===== config.mk =====
export PLATFORM = sky130hd
export DESIGN_NAME = tx_ring_with_dma_chunks
export DESIGN_NICKNAME = d
export VERILOG_FILES = /design/src/txrdc_pkg.sv /design/src/txrdc_ram.sv /design/src/txrdc_ctrl.sv /design/src/tx_ring_with_dma_chunks.sv
export SDC_FILE = /design/constraint.sdc
export NUM_CORES = 2
export LEC_CHECK = 0
export BUFFER_PORTS_ARGS = -buffer_cell sky130_fd_sc_hd__buf_2
export CORE_UTILIZATION = 35
export DETAILED_ROUTE_END_ITERATION = 10
export PLACE_DENSITY_LB_ADDON = 0.25
export SYNTH_ARGS = -nofsm -noshare
export SYNTH_HDL_FRONTEND = slang
export SYNTH_HIERARCHICAL = 1
export SYNTH_SLANG_ARGS = --single-unit

===== constraint.sdc =====
create_clock -name aclk -period 5.9 [get_ports aclk]
set_input_delay 1.18 -clock aclk [delete_from_list [all_inputs] [get_ports aclk]]
set_output_delay 1.18 -clock aclk [all_outputs]
set_load 0.02 [all_outputs]

===== src/txrdc_pkg.sv =====
// shared types, constants and chunk helpers for the transmit ring with dma chunking
package txrdc_pkg;

    localparam int RING_DEPTH = 256;
    localparam int PTR_W = $clog2(RING_DEPTH);
    localparam int EXT_W = (PTR_W > 8) ? PTR_W : 8;

    typedef logic [PTR_W-1:0] ptr_t;
    typedef logic [EXT_W-1:0] ext_t;

    typedef enum logic [1:0] {
        REQ_WRITE = 2'd0,
        REQ_FETCH = 2'd1,
        REQ_DONE  = 2'd2
    } req_t;

    typedef struct packed {
        logic       accepted;
        logic       chunk_valid;
        logic [7:0] chunk_start;
        logic [7:0] chunk_len;
        logic       busy_flag;
        logic       is_fetch;
    } res_t;

    typedef struct packed {
        logic       wr_en;
        ptr_t       wr_addr;
        logic [7:0] wr_data;
        logic       rd_en;
        ptr_t       rd_addr;
    } mem_req_t;

    function automatic logic [7:0] chunk_start_f(ptr_t r);
        ext_t e;
        e = ext_t'(r);
        return e[7:0];
    endfunction

    // contiguous length from the read pointer up to the write pointer or the buffer end, saturated to a byte
    function automatic logic [7:0] chunk_len_f(ptr_t w, ptr_t r);
        ptr_t len;
        ext_t e;
        len = (w >= r) ? ptr_t'(w - r) : ptr_t'(ptr_t'(0) - r);
        e = ext_t'(len);
        return (e > ext_t'(8'hFF)) ? 8'hFF : e[7:0];
    endfunction

endpackage


===== src/txrdc_ram.sv =====
// simple dual-port synchronous ram with registered read data
module txrdc_ram #(
    parameter int DATA_W = 8,
    parameter int ADDR_W = 8
) (
    input  logic              aclk,
    input  logic              wr_en,
    input  logic [ADDR_W-1:0] wr_addr,
    input  logic [DATA_W-1:0] wr_data,
    input  logic              rd_en,
    input  logic [ADDR_W-1:0] rd_addr,
    output logic [DATA_W-1:0] rd_data
);

    logic [DATA_W-1:0] mem [(1 << ADDR_W)];

    always_ff @(posedge aclk) begin
        if (wr_en) begin
            mem[wr_addr] <= wr_data;
        end
    end

    always_ff @(posedge aclk) begin
        if (rd_en) begin
            rd_data <= mem[rd_addr];
        end
    end

endmodule


===== src/txrdc_ctrl.sv =====
// ring pointer state, busy tracking and chunk computation
module txrdc_ctrl
    import txrdc_pkg::*;
(
    input  logic       aclk,
    input  logic       aresetn,
    input  logic       item_accept,
    input  req_t       req_type,
    input  logic [7:0] data_byte,
    input  logic       last_of_call,
    input  logic [7:0] fetch_addr,
    input  logic [7:0] done_size,
    output res_t       result,
    output mem_req_t   mem_req
);

    ptr_t wp_reg, wp_next;
    ptr_t rp_reg, rp_next;
    logic busy_reg, busy_next;
    logic stored_reg, stored_next;

    always_ff @(posedge aclk) begin
        if (!aresetn) begin
            wp_reg     <= '0;
            rp_reg     <= '0;
            busy_reg   <= 1'b0;
            stored_reg <= 1'b0;
        end else if (item_accept) begin
            wp_reg     <= wp_next;
            rp_reg     <= rp_next;
            busy_reg   <= busy_next;
            stored_reg <= stored_next;
        end
    end

    always_comb begin
        ptr_t inc_wp;
        ptr_t held;
        ptr_t done_clamped;
        ext_t done_ext;
        ext_t fetch_ext;
        inc_wp       = wp_reg + ptr_t'(1);
        held         = wp_reg - rp_reg;
        done_ext     = ext_t'(done_size);
        done_clamped = (done_ext > ext_t'(held)) ? held : done_ext[PTR_W-1:0];
        fetch_ext    = ext_t'(fetch_addr);

        wp_next     = wp_reg;
        rp_next     = rp_reg;
        busy_next   = busy_reg;
        stored_next = stored_reg;
        result      = '0;

        mem_req.wr_en   = 1'b0;
        mem_req.wr_addr = wp_reg;
        mem_req.wr_data = data_byte;
        mem_req.rd_en   = 1'b0;
        mem_req.rd_addr = fetch_ext[PTR_W-1:0];

        case (req_type)
            REQ_WRITE: begin
                if (inc_wp != rp_reg) begin
                    wp_next         = inc_wp;
                    stored_next     = 1'b1;
                    result.accepted = 1'b1;
                    mem_req.wr_en   = item_accept;
                end
                if (last_of_call) begin
                    if (!busy_reg && stored_next) begin
                        busy_next          = 1'b1;
                        result.chunk_valid = 1'b1;
                        result.chunk_start = chunk_start_f(rp_reg);
                        result.chunk_len   = chunk_len_f(wp_next, rp_reg);
                    end
                    stored_next = 1'b0;
                end
            end
            REQ_FETCH: begin
                result.is_fetch = 1'b1;
                mem_req.rd_en   = item_accept;
            end
            REQ_DONE: begin
                if (busy_reg) begin
                    rp_next = rp_reg + done_clamped;
                    if (rp_next != wp_reg) begin
                        result.chunk_valid = 1'b1;
                        result.chunk_start = chunk_start_f(rp_next);
                        result.chunk_len   = chunk_len_f(wp_reg, rp_next);
                    end else begin
                        busy_next = 1'b0;
                    end
                end
            end
            default: begin
            end
        endcase

        result.busy_flag = busy_next;
    end

    a_busy_has_data: assert property (@(posedge aclk) disable iff (!aresetn)
        busy_reg |-> (rp_reg != wp_reg))
        else $error("transfer busy with an empty ring");

    a_chunk_nonempty: assert property (@(posedge aclk) disable iff (!aresetn)
        (item_accept && result.chunk_valid) |-> (result.chunk_len != 8'd0))
        else $error("chunk issued with zero length");

    a_rp_moves_on_done: assert property (@(posedge aclk) disable iff (!aresetn)
        ##1 (rp_reg != $past(rp_reg)) |-> $past(item_accept && req_type == REQ_DONE))
        else $error("read pointer moved without a completion");

    a_wp_step: assert property (@(posedge aclk) disable iff (!aresetn)
        ##1 (wp_reg != $past(wp_reg)) |-> (wp_reg == $past(wp_reg) + ptr_t'(1)))
        else $error("write pointer moved by more than one slot");

endmodule


===== src/tx_ring_with_dma_chunks.sv =====
// top level of the transmit ring buffer with dma chunk issue
//
//  channel | dir | handshake          | payload
//  s_      | in  | s_tvalid/s_tready  | s_tuser req_type, s_tdata bytes, s_tlast last_of_call
//  m_      | out | m_tvalid/m_tready  | m_tdata result fields
//
// every item gives one result, held in the read stage and then the output register; a new item is taken
// each cycle unless a stalled m_ side fills both; the pacing stage is the registered read of the ring memory
// aresetn clears pointers, busy and handshake state; ring contents stay unknown until written
// a stalled m_ side holds one result in the output register and one in the read stage
// after which s_tready drops until the output register is taken
module tx_ring_with_dma_chunks
    import txrdc_pkg::*;
(
    input  logic        aclk,
    input  logic        aresetn,
    input  logic        s_tvalid,
    output logic        s_tready,
    input  logic [23:0] s_tdata,  // data_byte[7:0], fetch_addr[15:8], done_size[23:16]
    input  logic [1:0]  s_tuser,  // req_type[1:0]
    input  logic        s_tlast,
    output logic        m_tvalid,
    input  logic        m_tready,
    output logic [31:0] m_tdata   // accepted[0], chunk_valid[1], chunk_start[9:2],
                                  // chunk_len[17:10], fetch_data[25:18], busy_flag[26]
);

    logic       item_accept;
    logic       out_load;
    res_t       result;
    mem_req_t   mem_req;
    logic [7:0] rd_data;

    logic        pend_valid_reg, pend_valid_next;
    res_t        pend_res_reg;
    logic        out_valid_reg, out_valid_next;
    logic [31:0] out_data_reg, out_data_next;

    txrdc_ctrl u_ctrl (
        .aclk         (aclk),
        .aresetn      (aresetn),
        .item_accept  (item_accept),
        .req_type     (req_t'(s_tuser)),
        .data_byte    (s_tdata[7:0]),
        .last_of_call (s_tlast),
        .fetch_addr   (s_tdata[15:8]),
        .done_size    (s_tdata[23:16]),
        .result       (result),
        .mem_req      (mem_req)
    );

    txrdc_ram #(
        .DATA_W (8),
        .ADDR_W (PTR_W)
    ) u_ram (
        .aclk    (aclk),
        .wr_en   (mem_req.wr_en),
        .wr_addr (mem_req.wr_addr),
        .wr_data (mem_req.wr_data),
        .rd_en   (mem_req.rd_en),
        .rd_addr (mem_req.rd_addr),
        .rd_data (rd_data)
    );

    assign out_load    = pend_valid_reg && (!out_valid_reg || m_tready);
    assign s_tready    = aresetn && (!pend_valid_reg || out_load);
    assign item_accept = s_tvalid && s_tready;

    always_comb begin
        logic [7:0] fdata;
        fdata = pend_res_reg.is_fetch ? rd_data : 8'd0;

        pend_valid_next = item_accept ? 1'b1 : (out_load ? 1'b0 : pend_valid_reg);
        out_valid_next  = out_load ? 1'b1 : (m_tready ? 1'b0 : out_valid_reg);
        out_data_next   = {5'd0, pend_res_reg.busy_flag, fdata, pend_res_reg.chunk_len,
                           pend_res_reg.chunk_start, pend_res_reg.chunk_valid,
                           pend_res_reg.accepted};
    end

    always_ff @(posedge aclk) begin
        if (!aresetn) begin
            pend_valid_reg <= 1'b0;
            out_valid_reg  <= 1'b0;
        end else begin
            pend_valid_reg <= pend_valid_next;
            out_valid_reg  <= out_valid_next;
        end
    end

    always_ff @(posedge aclk) begin
        if (item_accept) begin
            pend_res_reg <= result;
        end
        if (out_load) begin
            out_data_reg <= out_data_next;
        end
    end

    assign m_tvalid = out_valid_reg;
    assign m_tdata  = out_data_reg;

    a_out_from_pend: assert property (@(posedge aclk) disable iff (!aresetn)
        $rose(out_valid_reg) |-> $past(pend_valid_reg))
        else $error("result appeared without a pending transaction");

    a_no_pend_overrun: assert property (@(posedge aclk) disable iff (!aresetn)
        (pend_valid_reg && out_valid_reg && !m_tready) |=> pend_valid_reg)
        else $error("pending result lost while output stalled");

endmodule


# Word-level counts from Yosys, hierarchy flattened
# Memories as Yosys holds them, arrays and structs flattened. A register that Yosys moved wholly into a read port is not among the register bits.
# Index checks and enable logic that the tools add are counted.
# totals
romBits	0
register_bits	67
n_memories	1
output_inout_bits	34
latch_bits	0
wordCells	76
ramBits	2048
# classes
eq_ne	4
n_div	0
n_reduce_logical	14
multipliers	0
bitwise_logic	0
add_sub_neg	7
magnitude_cmp	5
shifts	0
mux	31
# memory_table
memory	words	width	rd	rd_ports_with_merged_regs	wr	line_no	text
u_ram.mem	256	8	1	1	1	txrdc_ram.sv:15	logic [DATA_W-1:0] mem [(1 << ADDR_W)];
# ops
cell	count
17-bit 2-to-1 mux	4
8-bit 2-to-1 mux	7
17-bit case mux with 2 select lines	1
8-bit subtractor	3
1-bit 2-to-1 mux	18
8-bit greater-or-equal comparator	2
8-bit greater-than comparator, second input constant	2
8-bit != test	2
1-bit by 8-bit subtractor with 8-bit output, first input constant	2
8-bit by 1-bit adder with 8-bit output, second input constant	1
8-bit adder	1
8-bit greater-than comparator	1
1-bit logical AND	4
2-bit nonzero test	2
1-bit logical NOT	3
3-bit AND reduction	1
2-bit by 1-bit equality test with 1-bit output, second input constant	1
2-bit equality test, second input constant	1
2-bit logical NOT	1
1-bit logical OR	2
1-bit case mux with 2 select lines	1
2-bit AND reduction	1

# Depth between registers and ports, before layout
# logic_depth
ltp_word	11
mapped_depth	33

# Cells and area by module
# The synthesis kept the hierarchy.
# modules_own_cells
module	area_each_um2	cells_each	seq_area_each_um2	instances
txrdc_ram	79636.4	3733	61739.2	1
txrdc_ctrl	3594.7	487	360.3	1
tx_ring_with_dma_chunks	1599.0	71	1451.4	1

# Worst setup path after synthesis
# OpenSTA, ideal clock, no wires.
# synth_path
kind	register to register
start	register u_ctrl.rp_reg[1]
end	register pend_res_reg, in the netlist out_data_next[26] (data pin)
setup_slack_ps	-639
setup_ps	251
n_path_buf	4
path_stages_with_launch	31
t_required_ps	5649
arrival_time_ps	6288
path_cell_list	dfxtp_1 -> clkbuf_1 -> inv_1 -> ha_1 -> nor2b_1 -> o2111ai_1 -> nand4_1 -> and3_1 -> or2_2 -> ha_1 -> a21oi_1 -> o21ai_0 -> o211ai_2 -> clkbuf_1 -> o21ai_0 -> ha_1 -> a21oi_1 -> a21oi_1 -> o31ai_1 -> nand2b_1 -> xnor2_1 -> xor2_1 -> inv_1 -> ha_1 -> and3_1 -> nand3_1 -> or4_4 -> o21a_1 -> buf_2 -> or2_1 -> buf_4
# synth_between
elab_chain_len	8
elab_cells_between_ends	14
cone_classes	add/sub (2); order compare (1); eq/ne (2); mux (8); reduce/logical (1)
# synth_lines
element	line_no	text
start: declaration	txrdc_ctrl.sv:18	ptr_t rp_reg, rp_next;
start signal: assignment	txrdc_ctrl.sv:30	rp_reg <= rp_next;
8-bit subtractor	txrdc_ctrl.sv:43	held = wp_reg - rp_reg;
8-bit greater-than comparator	txrdc_ctrl.sv:45	done_clamped = (done_ext > ext_t'(held)) ? held : done_ext[PTR_W-1:0];
8-bit 2-to-1 mux	txrdc_ctrl.sv:45	
8-bit adder	txrdc_ctrl.sv:84	rp_next = rp_reg + done_clamped;
8-bit != test	txrdc_ctrl.sv:85	if (rp_next != wp_reg) begin
1-bit 2-to-1 mux	txrdc_ctrl.sv:85	
1-bit 2-to-1 mux	txrdc_ctrl.sv:83	if (busy_reg) begin
1-bit case mux with 2 select lines *	txrdc_ctrl.sv:60	case (req_type)
named net u_ctrl.busy_next	txrdc_ctrl.sv:19	logic busy_reg, busy_next;
end signal: assignment	tx_ring_with_dma_chunks.sv:92	pend_res_reg <= result;
end: declaration	tx_ring_with_dma_chunks.sv:35	res_t pend_res_reg;
# The timed path passes the listed nets; every way through them passes the cells marked *. The select of a mux whose other input is x is not followed.
# A chain may end at the register's enable or synchronous reset.

==> flow_summary.toml <==
[outcome]
status = "finished, violations left"
failed_checks = "setup timing"

[finish]
finish.cell_count_without_fillers = 7935
largest-register = "u_ram/mem"
largest_register_ff_count = 2048
synth_to_final_area_change_pct = 14.5
drive_above_1_share = 0.248
finalNetCount = 4647
final.fill_count = 21400
final_design_area_no_fill_sq_um = 97100
layout.core_utilization = 0.403

[routing]
routed_wl_um = 224000
detailedRoute.firstIterationViolations = 4444
avgRoutedWirePerCell_um = 28.2
postRouteAntennaNets = 0
post-route-drc-count = 0
via_to_cell_ratio = 5.46
vias = 43300
drt_first_pass_iters = 6

[min_path]
hp-start = "out_data_next[2]$_DFFE_PP_"
hold-path-cell-count = 0
min_path_type = "flip-flop to flip-flop"
end_of_the_worst_hold_path = "m_tdata[2]$_DFFE_PP_"

[die]
core_sq_um = 241000
num_io_pins = 65
chipWidth_um = 494
initial_core_util = 0.352
die_outline_area_sq_um = 244000
fp-row-count = 180
floorplan.die.height_um = 494

[sta]
hold-worst-slack_ns = 0.420
smallest_setup_slack_after_layout_ns = -0.0121
final.period_utilization = 1.00
slew_viol_final = 0
hold_violations = 0
timing.clock.skew_ns = 0.0475
worst_max_slew_margin_expressed_relative_to_the_limit = 0.198
worstMarginPinSlew_ns = 1.20
rsz0062_at_grt = "yes"
post-route-min-period_ns = 5.91
achievable-frequency_ghz = 0.169
final-setup-viol-count = 1

[setup_path]
rrSetupSlack_ns = -0.01
worst-path-stages = 30
timing.critical_path.buf_inv = 4
cp_slowest_stage_delay_ns = 0.47
timing.rr.end = "out_data_next[17]$_DFFE_PP_"
critPathCaptureType = "flip-flop"
worst-r2r-cell-count = 30
r2r-start = "u_ctrl/rp_reg[1]$_SDFFE_PN0P_"
path_delay_family = "simple AND/OR/NAND/NOR gates"
critical_path.most_common_cell = "ha_4"
timing.setup.critical_path_class = "flip-flop to flip-flop"
max_fo_critical_path = 6
critical_path.startpoint_type = "flip-flop"
cp_slowest_cell = "or4_4"
crit_arrival_ns = 6.50
worst-endpoint-required_ns = 6.49

[power]
seq_power_share = 0.530
power.clock.fraction = 0.414
total_power_density_per_cell_area_nw_per_um2 = 323
p_int_mw = 24.4
vdd_drop_max_mv = 0.300
p_total_mw = 31.3
leakage_power_nw = 30.3
combPwrFrac = 0.056
power.switching_fraction = 0.221
power.switching_mw = 6.94

[synthesis]
synth_largest_type_area_fraction = 0.744
yosysSeqAreaShare = 0.749
synth_top_cells_by_area = "edfxtp_1 74%, mux4_2 12%, mux2i_1 1.6%"
synth-edff-count = 2103
postSynth.topFlopCell = "edfxtp_1"
ys.warnings.count = 6
synth_cells = 4291
netlist-cell-type-count = 97
syn_area_per_cell_sq_um = 19.8
yosysTopAreaCell = "edfxtp_1"
synth-seq-cells = 2123
netlist_area_sq_um = 84800
fraction_of_registers_with_async_set_reset = 0

[placement]
place.detailed.hpwl_um = 137000
finalWeightedCongestion = 0.815
detailed_place.area_sq_um = 90000
post-place-cells = 7527
portBuffers = 59

[cts]
cts_max_level = 4
max-clock-path-buffers = 3
worst_setup_hold_path_clk_slew_ns = 0.06
ctsHoldBuffers = 0
clock_root_buffer = "clkbuf_16"
clk_latency_ns = 0.86
clock-sinks = 2123
tritoncts = "built"
numCtsBuffers = 214

[grt]
grt_pass1_wl_um = 321000
grt_overflow = 0
grt_pass1_vias = 43300
grt_usage = 0.182
antenna_found_initial = 10
grt_start_max_net_pins = 157

[job]
max_cap_viol_count = 0
==> cells in the mapped netlist (all sizes together), types with 39 or more instances <==
| master | number |
|---|---|
| a21oi | 113 |
| a22oi | 133 |
| buf | 157 |
| clkbuf | 119 |
| edfxtp | 2103 |
| ha | 39 |
| mux2i | 137 |
| mux4 | 456 |
| nand2 | 95 |
| nand3 | 51 |
| nor2 | 303 |
| nor2b | 41 |
| o21ai | 50 |
| o221ai | 47 |
==> layout make-up <==
class | instances | area, sq um | area share
Tap cell | 3185 | 3990 | 0.0410
Antenna cell | 4 | 10.0 | 0.000103
Inverter | 33 | 128 | 0.00131
Clock buffer | 268 | 5560 | 0.0572
Timing Repair Buffer | 338 | 2850 | 0.0294
Multi-Input combinational cell | 1863 | 19900 | 0.205
Sequential cell | 2123 | 63600 | 0.655
Clock inverter | 121 | 1110 | 0.0114
==> metal layers <==
layer | wire length (um) | up-vias | GRT usage
li1 | - | 18300 | -
met5 | 13 | - | 0
met2 | 108000 | 1401 | 0.294
met4 | 4290 | 2 | 0.0408
met3 | 14000 | 263 | 0.0312
met1 | 97900 | 23400 | 0.257
==> metrics by stage <==
| step | setup WS (ns) | TNS, ns |
|---|---|---|
| 2_1_floorplan | -0.0681 | -0.0793 |
| 3_3_place_gp | -0.197 | -1.54 |
| 3_5_place_dp | -0.260 | -2.92 |
| 4_1_cts | 0.00402 | 0 |
| 5_1_grt | -0.306 | -3.81 |
| 6_report | -0.0121 | -0.0121 |
==> layout by cell type, fill, tap and decap left out, types with 14 or more instances in the layout <==
cell type,instances
nand3_1,41
nor4_1,27
nand2_1,90
o221ai_1,46
a211oi_1,19
and2_1,26
clkinv_2,29
buf_2,48
dfxtp_1,17
clkbuf_16,215
clkinv_1,58
inv_1,28
a21oi_1,107
o21ai_0,23
nand2b_1,17
o211ai_1,20
mux2i_1,137
ha_1,30
nor3_1,35
buf_4,249
o22ai_1,29
mux4_2,454
buf_12,26
o21ai_2,14
nand4_1,14
nor2b_1,35
a22oi_1,133
nor2_1,299
clkbuf_1,54
xnor2_1,36
edfxtp_1,2103
==> power by group through the flow <==
| stage | Sequential [mW] | Clock [mW] | Combinational [mW] |
|---|---|---|---|
| after detailed placement | 16.9 | 0 | 1.72 |
| after global placement | 16.9 | 0 | 1.70 |
| after global routing | 16.6 | 13.8 | 1.87 |
| after floorplan | 16.9 | 0 | 1.05 |
| after CTS | 16.6 | 13.2 | 1.73 |
| final | 16.6 | 13.0 | 1.76 |
==> logic make-up (layout without fill, tap and decap cells) <==
family	after synthesis	in the layout	synth area share
flops	2123	2123	0.749
simple gates	659	659	0.0369
fa+ha+maj	45	45	0.00693
compound gates	506	506	0.0418
buf+inv	309	760	0.0218
mux	594	594	0.137
other cells	1	9	0.0000442
xor+xnor	54	54	0.00590
==> worst max path at each step <==
stage                                             start                           to  slack [ns]
after global placement    u_ctrl/wp_reg[0]$_SDFFE_PN0P_  out_data_next[15]$_DFFE_PP_       -0.20
after floorplan           u_ctrl/rp_reg[1]$_SDFFE_PN0P_  out_data_next[26]$_DFFE_PP_       -0.07
after global routing      u_ctrl/rp_reg[1]$_SDFFE_PN0P_  out_data_next[17]$_DFFE_PP_       -0.31
after CTS                 u_ctrl/wp_reg[0]$_SDFFE_PN0P_  out_data_next[15]$_DFFE_PP_       0.004
final                     u_ctrl/rp_reg[1]$_SDFFE_PN0P_  out_data_next[17]$_DFFE_PP_       -0.01
after detailed placement  u_ctrl/wp_reg[0]$_SDFFE_PN0P_  out_data_next[15]$_DFFE_PP_       -0.26
==> what timing repair did <==
action | CTS | global route
buffers inserted | 6 | 7
endpoints found under the hold margin | 0 | 0
endpoints found under the setup margin | 19 | 19
cloned | 0 | 2
pin swaps | 9 | 28
resized for setup | 9 | 66
==> worst register-to-register path: cells and delay by family (launching register included) <==
| family | cells | cell delay [ns] |
|---|---|---|
| and+or+nand+nor | 12 | 1.90 |
| AOI/OAI and AO/OA | 8 | 1.26 |
| adders and majority gates | 4 | 1.16 |
| DFF | 1 | 0.35 |
| xor gates and xnor gates | 2 | 0.42 |
| buffers and inverters | 4 | 0.59 |
No activity file was read; power rests on OpenSTA's default activity.
